===== src/rtl/chacha20_stream_cipher_macros.svh =====
// ----------------------------------------------------------------------------
// ChaCha20 stream cipher assertion macros
// Concurrent assertion helpers, empty for synthesis.
// ----------------------------------------------------------------------------
`ifndef CHACHA20_STREAM_CIPHER_MACROS_SVH
`define CHACHA20_STREAM_CIPHER_MACROS_SVH
`ifndef SYNTHESIS
`define CC_ASSERT(label, clk, rst_n, prop, msg) \
  label: assert property (@(posedge clk) disable iff (!rst_n) prop) else $error(msg);
`define CC_ASSERT_NEXT(label, clk, rst_n, pre, post, msg) \
  label: assert property (@(posedge clk) disable iff (!rst_n) pre |=> post) else $error(msg);
`else
`define CC_ASSERT(label, clk, rst_n, prop, msg)
`define CC_ASSERT_NEXT(label, clk, rst_n, pre, post, msg)
`endif
`endif


===== src/rtl/cc20_pkg.sv =====
// ----------------------------------------------------------------------------
// ChaCha20 package
// Shared types, register indexes and helpers.
// ----------------------------------------------------------------------------
package cc20_pkg;
  localparam int unsigned CfgIdxW = 3;
  localparam logic [CfgIdxW-1:0] RegKey0   = 3'd0;
  localparam logic [CfgIdxW-1:0] RegKey1   = 3'd1;
  localparam logic [CfgIdxW-1:0] RegKey2   = 3'd2;
  localparam logic [CfgIdxW-1:0] RegKey3   = 3'd3;
  localparam logic [CfgIdxW-1:0] RegNonceL = 3'd4;
  localparam logic [CfgIdxW-1:0] RegNonceH = 3'd5;
  localparam logic [CfgIdxW-1:0] RegStart  = 3'd6;

  // item queued between front and back
  typedef struct packed {
    logic [7:0] data;
    logic       last;
  } item_t;

  // block request from byte core to block core
  typedef struct packed {
    logic        req;
    logic [31:0] counter;
  } blk_req_t;

  function automatic logic [31:0] rotl(input logic [31:0] v, input int unsigned s);
    rotl = (v << s) | (v >> (32 - s));
  endfunction
endpackage


===== src/rtl/chacha20_stream_cipher.sv =====
// ----------------------------------------------------------------------------
// ChaCha20 stream cipher
// Byte-wide keystream XOR, RFC 8439 block function, 32-bit block counter.
// ----------------------------------------------------------------------------
// channel   dir  handshake             payload
// s_axis    in   s_axis_tvalid/tready  tdata=data_byte, tlast=last
// m_axis    out  m_axis_tvalid/tready  tdata=out_byte, tlast=out_last
// cfg       in   cfg_valid/cfg_ready   cfg_index_i, cfg_data_i
// One byte per cycle from the keystream buffer while the output is not stalled
// and no block is pending; a fresh 64-byte block takes a load, 80 quarter-round
// steps of the shared round unit, an add and a hand-back to the byte core.
// Reset leaves the buffer empty, so the first byte waits for a block.
// A two-entry input queue lets input run while the output is stalled.
`include "chacha20_stream_cipher_macros.svh"
module chacha20_stream_cipher import cc20_pkg::*; (
  input  logic         clk_i,
  input  logic         rst_ni,
  input  logic         s_axis_tvalid,
  output logic         s_axis_tready,
  input  logic [7:0]   s_axis_tdata,   // [7:0] data_byte
  input  logic         s_axis_tlast,
  output logic         m_axis_tvalid,
  input  logic         m_axis_tready,
  output logic [7:0]   m_axis_tdata,   // [7:0] out_byte
  output logic         m_axis_tlast,
  input  logic         cfg_valid_i,
  output logic         cfg_ready_o,
  input  logic [CfgIdxW-1:0] cfg_index_i,
  input  logic [63:0]  cfg_data_i
);
  logic [255:0] key_q;
  logic [95:0]  nonce_q;
  logic [31:0]  start_q;
  logic         cfg_we, restart;
  item_t        in_item, q_item, o_item;
  logic         q_valid, q_ready, done;
  blk_req_t     req;
  logic [511:0] blk;

  assign cfg_ready_o = 1'b1;
  assign cfg_we  = cfg_valid_i;
  assign restart = cfg_we && cfg_index_i == RegStart;

  always_ff @(posedge clk_i or negedge rst_ni) begin
    if (!rst_ni) begin
      key_q <= '0;
      nonce_q <= '0;
      start_q <= 32'd1;
    end else if (cfg_we) begin
      case (cfg_index_i)
        RegKey0:   key_q[63:0]    <= cfg_data_i;
        RegKey1:   key_q[127:64]  <= cfg_data_i;
        RegKey2:   key_q[191:128] <= cfg_data_i;
        RegKey3:   key_q[255:192] <= cfg_data_i;
        RegNonceL: nonce_q[63:0]  <= cfg_data_i;
        RegNonceH: nonce_q[95:64] <= cfg_data_i[31:0];
        RegStart:  start_q <= cfg_data_i[31:0];
        default: ;
      endcase
    end
  end

  assign in_item.data = s_axis_tdata;
  assign in_item.last = s_axis_tlast;

  cc20_front u_front (
    .clk_i, .rst_ni,
    .in_valid_i(s_axis_tvalid), .in_ready_o(s_axis_tready), .in_item_i(in_item),
    .q_valid_o(q_valid), .q_ready_i(q_ready), .q_item_o(q_item)
  );

  cc20_block u_block (
    .clk_i, .rst_ni, .req_i(req), .key_i(key_q), .nonce_i(nonce_q),
    .done_o(done), .block_o(blk)
  );

  // a start counter write takes the new value; a last byte reloads the stored one
  cc20_back u_back (
    .clk_i, .rst_ni,
    .q_valid_i(q_valid), .q_ready_o(q_ready), .q_item_i(q_item),
    .restart_i(restart), .start_i(restart ? cfg_data_i[31:0] : start_q),
    .req_o(req), .done_i(done), .block_i(blk),
    .out_valid_o(m_axis_tvalid), .out_ready_i(m_axis_tready), .out_item_o(o_item)
  );

  assign m_axis_tdata = o_item.data;
  assign m_axis_tlast = o_item.last;

  `CC_ASSERT_NEXT(a_out_hold, clk_i, rst_ni, m_axis_tvalid && !m_axis_tready, m_axis_tvalid && $stable(m_axis_tdata), "stalled output changed")
  `CC_ASSERT(a_no_take_on_req, clk_i, rst_ni, !(req.req && q_ready), "byte taken while block requested")
endmodule


===== src/rtl/cc20_front.sv =====
// ----------------------------------------------------------------------------
// ChaCha20 front end
// Two-entry queue that takes input items and hands them to the back end.
// ----------------------------------------------------------------------------
module cc20_front import cc20_pkg::*; (
  input  logic  clk_i,
  input  logic  rst_ni,
  input  logic  in_valid_i,
  output logic  in_ready_o,
  input  item_t in_item_i,
  output logic  q_valid_o,
  input  logic  q_ready_i,
  output item_t q_item_o
);
  item_t      mem_q [2];
  logic       wr_q, rd_q;
  logic [1:0] cnt_q;
  logic       push, pop;

  assign in_ready_o = (cnt_q != 2'd2);
  assign q_valid_o  = (cnt_q != 2'd0);
  assign q_item_o   = mem_q[rd_q];
  assign push = in_valid_i && in_ready_o;
  assign pop  = q_valid_o && q_ready_i;

  always_ff @(posedge clk_i or negedge rst_ni) begin
    if (!rst_ni) begin
      wr_q <= 1'b0;
      rd_q <= 1'b0;
      cnt_q <= 2'd0;
    end else begin
      if (push) wr_q <= ~wr_q;
      if (pop) rd_q <= ~rd_q;
      cnt_q <= cnt_q + {1'b0, push} - {1'b0, pop};
    end
  end

  always_ff @(posedge clk_i) begin
    if (push) mem_q[wr_q] <= in_item_i;
  end
endmodule


===== src/rtl/cc20_block.sv =====
// ----------------------------------------------------------------------------
// ChaCha20 block core
// One quarter-round per cycle on a 16-word state; 80 steps, then feed-forward.
// ----------------------------------------------------------------------------
module cc20_block import cc20_pkg::*; (
  input  logic          clk_i,
  input  logic          rst_ni,
  input  blk_req_t      req_i,
  input  logic [255:0]  key_i,
  input  logic [95:0]   nonce_i,
  output logic          done_o,
  output logic [511:0]  block_o
);
  typedef enum logic [1:0] {StIdle, StRound, StAdd} state_e;
  state_e        state_q;
  logic [6:0]    step_q;
  logic [31:0]   w_q [16];
  logic [31:0]   init_q [16];
  logic [511:0]  blk_q;
  logic          done_q;

  logic [3:0]  ia, ib, ic, id;
  logic [31:0] a0, b0, c0, d0, a1, b1, c1, d1, a2, b2, c2, d2;
  logic [1:0]  col;

  assign col = step_q[1:0];
  always_comb begin
    ia = {2'b00, col};
    if (!step_q[2]) begin
      ib = {2'b01, col};
      ic = {2'b10, col};
      id = {2'b11, col};
    end else begin
      ib = {2'b01, col + 2'd1};
      ic = {2'b10, col + 2'd2};
      id = {2'b11, col + 2'd3};
    end
    a0 = w_q[ia] + w_q[ib];
    d0 = rotl(w_q[id] ^ a0, 16);
    c0 = w_q[ic] + d0;
    b0 = rotl(w_q[ib] ^ c0, 12);
    a1 = a0 + b0;
    d1 = rotl(d0 ^ a1, 8);
    c1 = c0 + d1;
    b1 = rotl(b0 ^ c1, 7);
    a2 = a1; b2 = b1; c2 = c1; d2 = d1;
  end

  always_ff @(posedge clk_i or negedge rst_ni) begin
    if (!rst_ni) begin
      state_q <= StIdle;
      step_q <= '0;
      done_q <= 1'b0;
    end else begin
      done_q <= 1'b0;
      case (state_q)
        StIdle: if (req_i.req) begin
          state_q <= StRound;
          step_q <= '0;
        end
        StRound: begin
          if (step_q == 7'd79) state_q <= StAdd;
          step_q <= step_q + 7'd1;
        end
        StAdd: begin
          state_q <= StIdle;
          done_q <= 1'b1;
        end
        default: state_q <= StIdle;
      endcase
    end
  end

  always_ff @(posedge clk_i) begin
    if (state_q == StIdle && req_i.req) begin
      w_q[0] <= 32'h61707865; init_q[0] <= 32'h61707865;
      w_q[1] <= 32'h3320646e; init_q[1] <= 32'h3320646e;
      w_q[2] <= 32'h79622d32; init_q[2] <= 32'h79622d32;
      w_q[3] <= 32'h6b206574; init_q[3] <= 32'h6b206574;
      for (int i = 0; i < 8; i++) begin
        w_q[4+i] <= key_i[32*i +: 32];
        init_q[4+i] <= key_i[32*i +: 32];
      end
      w_q[12] <= req_i.counter; init_q[12] <= req_i.counter;
      for (int i = 0; i < 3; i++) begin
        w_q[13+i] <= nonce_i[32*i +: 32];
        init_q[13+i] <= nonce_i[32*i +: 32];
      end
    end else if (state_q == StRound) begin
      w_q[ia] <= a2; w_q[ib] <= b2; w_q[ic] <= c2; w_q[id] <= d2;
    end else if (state_q == StAdd) begin
      for (int i = 0; i < 16; i++) blk_q[32*i +: 32] <= w_q[i] + init_q[i];
    end
  end

  assign done_o  = done_q;
  assign block_o = blk_q;
endmodule


===== src/rtl/cc20_back.sv =====
// ----------------------------------------------------------------------------
// ChaCha20 back end
// Byte position and counter tracking, block requests, XOR and output register.
// ----------------------------------------------------------------------------
module cc20_back import cc20_pkg::*; (
  input  logic         clk_i,
  input  logic         rst_ni,
  input  logic         q_valid_i,
  output logic         q_ready_o,
  input  item_t        q_item_i,
  input  logic         restart_i,
  input  logic [31:0]  start_i,
  output blk_req_t     req_o,
  input  logic         done_i,
  input  logic [511:0] block_i,
  output logic         out_valid_o,
  input  logic         out_ready_i,
  output item_t        out_item_o
);
  typedef enum logic [1:0] {StRun, StWait} state_e;
  state_e      state_q;
  logic [6:0]  pos_q;
  logic [31:0] ctr_q;
  logic        ov_q;
  item_t       oi_q;
  logic        can_out, take, need;

  assign can_out   = !ov_q || out_ready_i;
  assign need      = pos_q[6];
  assign take      = state_q == StRun && q_valid_i && !need && can_out;
  assign q_ready_o = take;
  assign req_o.req = state_q == StRun && q_valid_i && need;
  assign req_o.counter = ctr_q;

  always_ff @(posedge clk_i or negedge rst_ni) begin
    if (!rst_ni) begin
      state_q <= StRun;
      pos_q <= 7'd64;
      ctr_q <= 32'd1;
      ov_q <= 1'b0;
    end else begin
      if (out_ready_i) ov_q <= 1'b0;
      case (state_q)
        StRun: begin
          if (restart_i) begin
            pos_q <= 7'd64;
            ctr_q <= start_i;
          end else if (req_o.req) begin
            state_q <= StWait;
          end else if (take) begin
            ov_q <= 1'b1;
            if (q_item_i.last) begin
              pos_q <= 7'd64;
              ctr_q <= start_i;
            end else begin
              pos_q <= pos_q + 7'd1;
            end
          end
        end
        StWait: if (done_i) begin
          state_q <= StRun;
          pos_q <= 7'd0;
          ctr_q <= ctr_q + 32'd1;
        end
        default: state_q <= StRun;
      endcase
    end
  end

  always_ff @(posedge clk_i) begin
    if (take) begin
      oi_q.data <= q_item_i.data ^ block_i[{pos_q[5:0], 3'b000} +: 8];
      oi_q.last <= q_item_i.last;
    end
  end

  assign out_valid_o = ov_q;
  assign out_item_o  = oi_q;
endmodule

===== config.mk =====
export PLATFORM = sky130hd
export DESIGN_NAME = chacha20_stream_cipher
export DESIGN_NICKNAME = d
export VERILOG_FILES = /design/src/rtl/cc20_pkg.sv /design/src/rtl/chacha20_stream_cipher.sv /design/src/rtl/cc20_front.sv /design/src/rtl/cc20_block.sv /design/src/rtl/cc20_back.sv
export VERILOG_INCLUDE_DIRS = /design/src /design/src/rtl
export SDC_FILE = /design/constraint.sdc
export NUM_CORES = 2
export LEC_CHECK = 0
export BUFFER_PORTS_ARGS = -buffer_cell sky130_fd_sc_hd__buf_4
export CAP_MARGIN = 20
export CORE_MARGIN = 1
export CORE_UTILIZATION = 35
export CTS_CLUSTER_SIZE = 25
export DETAILED_ROUTE_END_ITERATION = 8
export GPL_TIMING_DRIVEN = 0
export PLACE_DENSITY = 0.6
export SYNTH_ARGS = -nofsm -noshare
export SYNTH_HDL_FRONTEND = slang
export SYNTH_SLANG_ARGS = --single-unit

===== constraint.sdc =====
create_clock -name clk_i -period 39.4 [get_ports clk_i]
set_input_delay 0 -clock clk_i [delete_from_list [all_inputs] [get_ports clk_i]]
set_output_delay 0 -clock clk_i [all_outputs]
set_load 0.02 [all_outputs]

* Word level (Yosys, flattened, before mapping)
Memory sizes are Yosys's and may differ from the RTL's.
Cells that the tools add are included.
** Operators by class
- Shifts and indexed selects :: 1
- Reduce and logical (&&, ||, !) cells :: 34
- $add $sub $neg :: 28
- Bitwise operators :: 13
- Mux-type cells :: 49
- Eq/ne operators :: 19
** Operators by type and width (count)
- $add A32 B32 Y32 :: 20
- $shiftx A512 B10 Y8 :: 1
- $mux W32 :: 10
- $reduce_or A32 Y1 :: 4
- $xor A32 B32 Y32 :: 4
- $pmux W32 S2 :: 1
- $mux W7 :: 6
- $add A32 B1 Y32 const B :: 1
- $or A32 B12 Y32 :: 1
- $or A32 B16 Y32 :: 1
- $or A32 B7 Y32 :: 1
- $or A32 B8 Y32 :: 1
- $pmux W7 S2 :: 2
- $reduce_and A2 Y1 :: 9
- $mux W1 :: 17
- $mux W4 :: 4
- $add A7 B1 Y7 const B :: 2
- $mux W2 :: 7
- $eq A3 B3 Y1 const B :: 3
- $logic_and A1 B1 Y1 :: 8
- $ne A2 B2 Y1 const B :: 4
- $pmux W2 S2 :: 2
- $xor A8 B8 Y8 :: 1
- $eq A7 B7 Y1 const B :: 1
- 20 further kinds :: 33
** Word-level totals
- Output and inout bits :: 12
- Memories kept :: 3
- Memory bits (writable) :: 1042
- Input port bits :: 81
- Flip-flop bits (word level) :: 961
- Word-level logic and storage cells :: 167
** Memory list
- u_block.init_q :: depth 16, width 32, rd ports 16, clocked after memory_dff 0, write ports 16, RTL line cc20_block.sv:18 : logic [31:0] init_q [16];
- u_block.w_q :: depth 16, width 32, rd ports 20, clocked after memory_dff 0, write ports 16, RTL line cc20_block.sv:17 : logic [31:0] w_q [16];
- u_front.mem_q :: depth 2, width 9, rd ports 1, clocked after memory_dff 0, write ports 1, RTL line cc20_front.sv:15 : item_t mem_q [2];

* Logic depth before layout (Yosys ltp)
An unclocked memory read counts as a cell.
- Word-level depth :: 16
- Depth in mapped cells :: 61
- Depth with buffers taken out :: 54

* By module
A second synthesis with hierarchy kept.
** Second synthesis, totals
- Cell total of the unflattened synthesis :: 7903
- Area total of the unflattened synthesis :: 99680.6 µm²
** Modules (own cells, without submodules)
- cc20_block :: sequential area each 42530.8 µm², instances 1, cells an instance 6281, area each 76201.8 µm²
- chacha20_stream_cipher :: sequential area each 9610.5 µm², instances 1, cells an instance 855, area each 15488.6 µm²
- cc20_back :: sequential area each 1298.7 µm², instances 1, cells an instance 722, area each 7144.4 µm²
- cc20_front :: sequential area each 640.6 µm², instances 1, cells an instance 45, area each 845.8 µm²

* Least setup slack after synthesis
Ideal clock, no wire load.
- Kind :: reg-to-reg
- Start :: reg u_block.state_q[0]
- End :: reg u_block.done_q, in the netlist u_block.done_o
- Data required time :: 36.941 ns
- Cell stages (with the launch flop) :: 2
- Buffers on the path :: 0
- Clock period less this slack :: 25.416 ns
- Data arrival time :: 22.957 ns
- Slack :: 13.984 ns
- Library setup time :: 2.459 ns
- Cell sequence :: dfrtp_1 nor2b_1
** Between the ends
- Longest elaborated chain between the ends :: 2
** Ends and longest elaborated chain
- start: declaration :: RTL line cc20_block.sv:15 : state_e state_q;
- start signal: assignment :: RTL line cc20_block.sv:51 : state_q <= StIdle;
- start signal: assignment :: RTL line cc20_block.sv:58 : state_q <= StRound;
- start signal: assignment :: RTL line cc20_block.sv:62 : if (step_q == 7'd79) state_q <= StAdd;
- $eq A2 B2 Y1 :: RTL line cc20_block.sv:56 : case (state_q)
- $mux W1 :: RTL line cc20_block.sv:56
- end signal: assignment :: RTL line cc20_block.sv:53 : done_q <= 1'b0;
- end signal: assignment :: RTL line cc20_block.sv:55 : done_q <= 1'b0;
- end signal: assignment :: RTL line cc20_block.sv:67 : done_q <= 1'b1;
- end: declaration :: RTL line cc20_block.sv:20 : logic done_q;
Every way passes these cells.
A chain may end at the register's enable or synchronous reset.

==> results_dict.tcl <==
set metrics [dict create \
    dpl-instance-area_um2 106000 \
    max_freq_mhz 45.5 \
    synth_common_cells "edfxtp_1, o21ai_0, nand2_1" \
    wire_per_inst_um 33.2 \
    cts_root_buf "clkbuf_16" \
    gp_congestion 1.04 \
    grt_first_pass_wirelength_um 538000 \
    path_clk_slew_ps 60 \
    p_comb_frac 0.050 \
    met3RoutedLength_um 39800 \
    rows 193 \
    rsz0062_at_grt "no" \
    switching_share 0.228 \
    seqPwrFrac 0.509 \
    worstPathMaxFanout 10 \
    wl_um 401000 \
    drt_iter0_drc 9572 \
    cts.sinks 1874 \
    hold_class "in -> reg" \
    antenna_found_initial 79 \
    layout-drive-gt1-share 0.168 \
    grtUsageTotal 0.276 \
    irDropWorstVdd_mv 0.0371 \
    max_slew.worst_pin.slew_ps 1340 \
    fillers 25700 \
    synth_top_area_share 0.439 \
    grt_max_degree 111 \
    detail_route.vias_per_cell 5.88 \
    crit_buf_inv 10 \
    numCtsBuffers 212 \
    critPathRequiredTime_ps 40030 \
    critPathKind "reg -> reg" \
    cp-end-kind "flop" \
    drc 0 \
    synth_cell_types 82 \
    cp_top_family "compound AO/OA/AOI/OAI gates" \
    finalSetupTns_ps 0 \
    clockPowerShare 0.441 \
    slew_violations 0 \
    power.density_nw_per_um2 40.4 \
    syn-cell-area_um2 98100 \
    dr_total_vias 71100 \
    ant_nets 0 \
    async_flop_share 0.234 \
    slew_headroom 0.102 \
    synth_top_cell_by_area "edfxtp_1" \
    synthFlopType "edfxtp_1" \
    slowest_delay_ps 960 \
    drt_pre_antenna_iters 6 \
    fin_worst_skew_ps 102 \
    wl_met1_um 161000 \
    core-area_um2 277000 \
    area_delta_synth_final_pct 16.0 \
    synthesis.nets 8218 \
    synth_area_leaders "edfxtp_1, dfrtp_1, mux4_2, ha_1, mux2_2" \
    pin_count 93 \
    syn_inst 7612 \
    status "finished clean" \
    post-route-period-util 0.558 \
    hold_viol 0 \
    synth-edff-count 1435 \
    gr-total-overflow 0 \
    h-tree-depth 4 \
    dieArea_um2 282000 \
    place_hpwl_um 315000 \
    io_buffer_count 89 \
    total_power_mw 4.60 \
    pre_cts_slack_ps 18150 \
    arrival_ps 22600 \
    die_w_um 531 \
    setup_violations 0 \
    nNetsFinal 8740 \
    clockBufferDepth 4 \
    seq_area_frac_synth 0.551 \
    ys_ff_latch 1874 \
    final_area_um2 114000 \
    tritoncts "yes" \
    maxCapViolations 0 \
    avgSynthCellArea_um2 12.9 \
    grt_pass1_vias 66200 \
    die_y_um 531 \
    startpoint_type "flop" \
    crit_slowest_cell "xor2_1" \
    fin_util 0.410 \
    leakage_nw 41.4 \
    clkLatencyLatePin_ps 910 \
    top_layer_used "met5" \
    yosys_warnings 0 \
    setup_slack_ps 17430 \
    synthMostInstantiatedCell "edfxtp_1" \
    start_util 0.353 \
    p_switching_mw 1.05 \
    p_int_mw 3.55 \
    period_needed_ps 21970 \
    met2WireLength_um 175000 \
]
power groups by stage:
stage | Combinational (mW) | Clock [mW] | Sequential (mW)
2_1_floorplan | 0.144 | 0 | 2.33
3_3_place_gp | 0.210 | 0 | 2.37
3_5_place_dp | 0.222 | 0 | 2.38
4_1_cts | 0.231 | 2.04 | 2.34
5_1_grt | 0.253 | 2.12 | 2.35
6_report | 0.230 | 2.03 | 2.34
stage by stage:
step	hold WS, ps	std cells
floorplan	-296	7612
global placement	190	11400
detailed placement	112	11500
CTS	2.13	12000
global route	29.0	12000
finish	48.9	12100
layer usage:
layer | global-route usage | up-vias
met1 | 0.371 | 36200
met2 | 0.415 | 4239
met3 | 0.0575 | 898
met4 | 0.156 | 8
li1 | - | 29800
met5 | 0 | -
repair_timing:
action | CTS | global route
hold endpoints to repair | 734 | 0
hold buffers | 93 | 0
resized for setup | 0 | 0
buffers inserted | 0 | 0
sequential cells by signal (all words and copies together) (netlist names), 2 cells and up:
name and flops:
u_front.mem_q 18, key_q 256, u_front.cnt_q 2, u_back.ctr_q 32
u_block.step_q 7, u_block.w_q 512, nonce_q 96, u_block.block_o 512
u_back.out_item_o 9, u_block.state_q 2, start_q 32, u_block.init_q 384
u_back.pos_q 7
kinds of logic after synthesis:
logic type | count (synthesis) | share of synthesized area
and+or+nand+nor | 1508 | 0.0702
buffers and inverters | 498 | 0.0193
AOI/OAI and AO/OA | 1750 | 0.107
xor gates and xnor gates | 703 | 0.0635
other | 1 | 0.0000382
adders and majority gates | 526 | 0.0683
DFF | 1874 | 0.551
muxes | 752 | 0.120
cell usage in the layout (no fill, tap or decap), types with 29 or more instances in the layout:
cell type	count
o22ai_1	29
dlygate4sd3_1	93
nand4_1	40
nand2_1	613
clkbuf_16	212
nor3_1	98
nand2b_1	90
nand3_1	86
and3_1	64
o211ai_1	30
mux2i_1	29
clkinv_1	29
clkinv_2	41
xor2_1	216
nor2_1	335
buf_1	29
buf_8	32
inv_1	264
o21ai_0	642
clkbuf_1	225
nor2b_1	48
a21oi_1	442
mux4_2	294
diode_2	73
buf_4	124
or2_2	29
xnor2_1	445
o21a_1	66
edfxtp_1	1435
a31oi_1	54
o21bai_1	85
a21o_1	186
dfrtp_1	436
mux2_2	429
a21boi_0	36
ha_1	509
path summary, 6_finish.rpt:
path	cells past startpoint	slack, ps	endpoint	start
max in group asynchronous	6	37500	u_back.pos_q[6]$_DFFE_PN1P_	rst_ni
max reg2reg	58	17430	u_block.w_q[6][6]$_DFFE_PP_	u_block.step_q[1]$_DFFE_PN0P_
min reg2reg	0	440	u_block.init_q[1][71]$_DFFE_PP_	key_q[199]$_DFFE_PN0P_
min in group asynchronous	4	400	key_q[185]$_DFFE_PN0P_	rst_ni
max	58	17430	u_block.w_q[6][6]$_DFFE_PP_	u_block.step_q[1]$_DFFE_PN0P_
min	3	50	key_q[62]$_DFFE_PN0P_	cfg_data_i[62]
worst register-to-register path: cells and delay by family (launching register included):
kind	cells	cell delay, ps
AOI/OAI and AO/OA	28	8000
xor gates and xnor gates	8	4610
adders and majority gates	6	2290
buffers and inverters	10	4010
DFF	1	410
muxes	3	1790
and+or+nand+nor	3	620
layout make-up:
| cell class | count | area [µm²] | share of cell area |
|---|---|---|---|
| sequential | 1874 | 54100 | 0.476 |
| clock buffer | 271 | 5710 | 0.0502 |
| buffer | 233 | 912 | 0.00802 |
| inverter | 265 | 1000 | 0.00881 |
| tap | 3705 | 4640 | 0.0408 |
| antenna | 73 | 183 | 0.00161 |
| multi-input combinational | 5240 | 42400 | 0.373 |
| timing repair buffer | 308 | 3480 | 0.0306 |
| clock inverter | 118 | 1320 | 0.0116 |
Power figures use the tool's default switching activity.
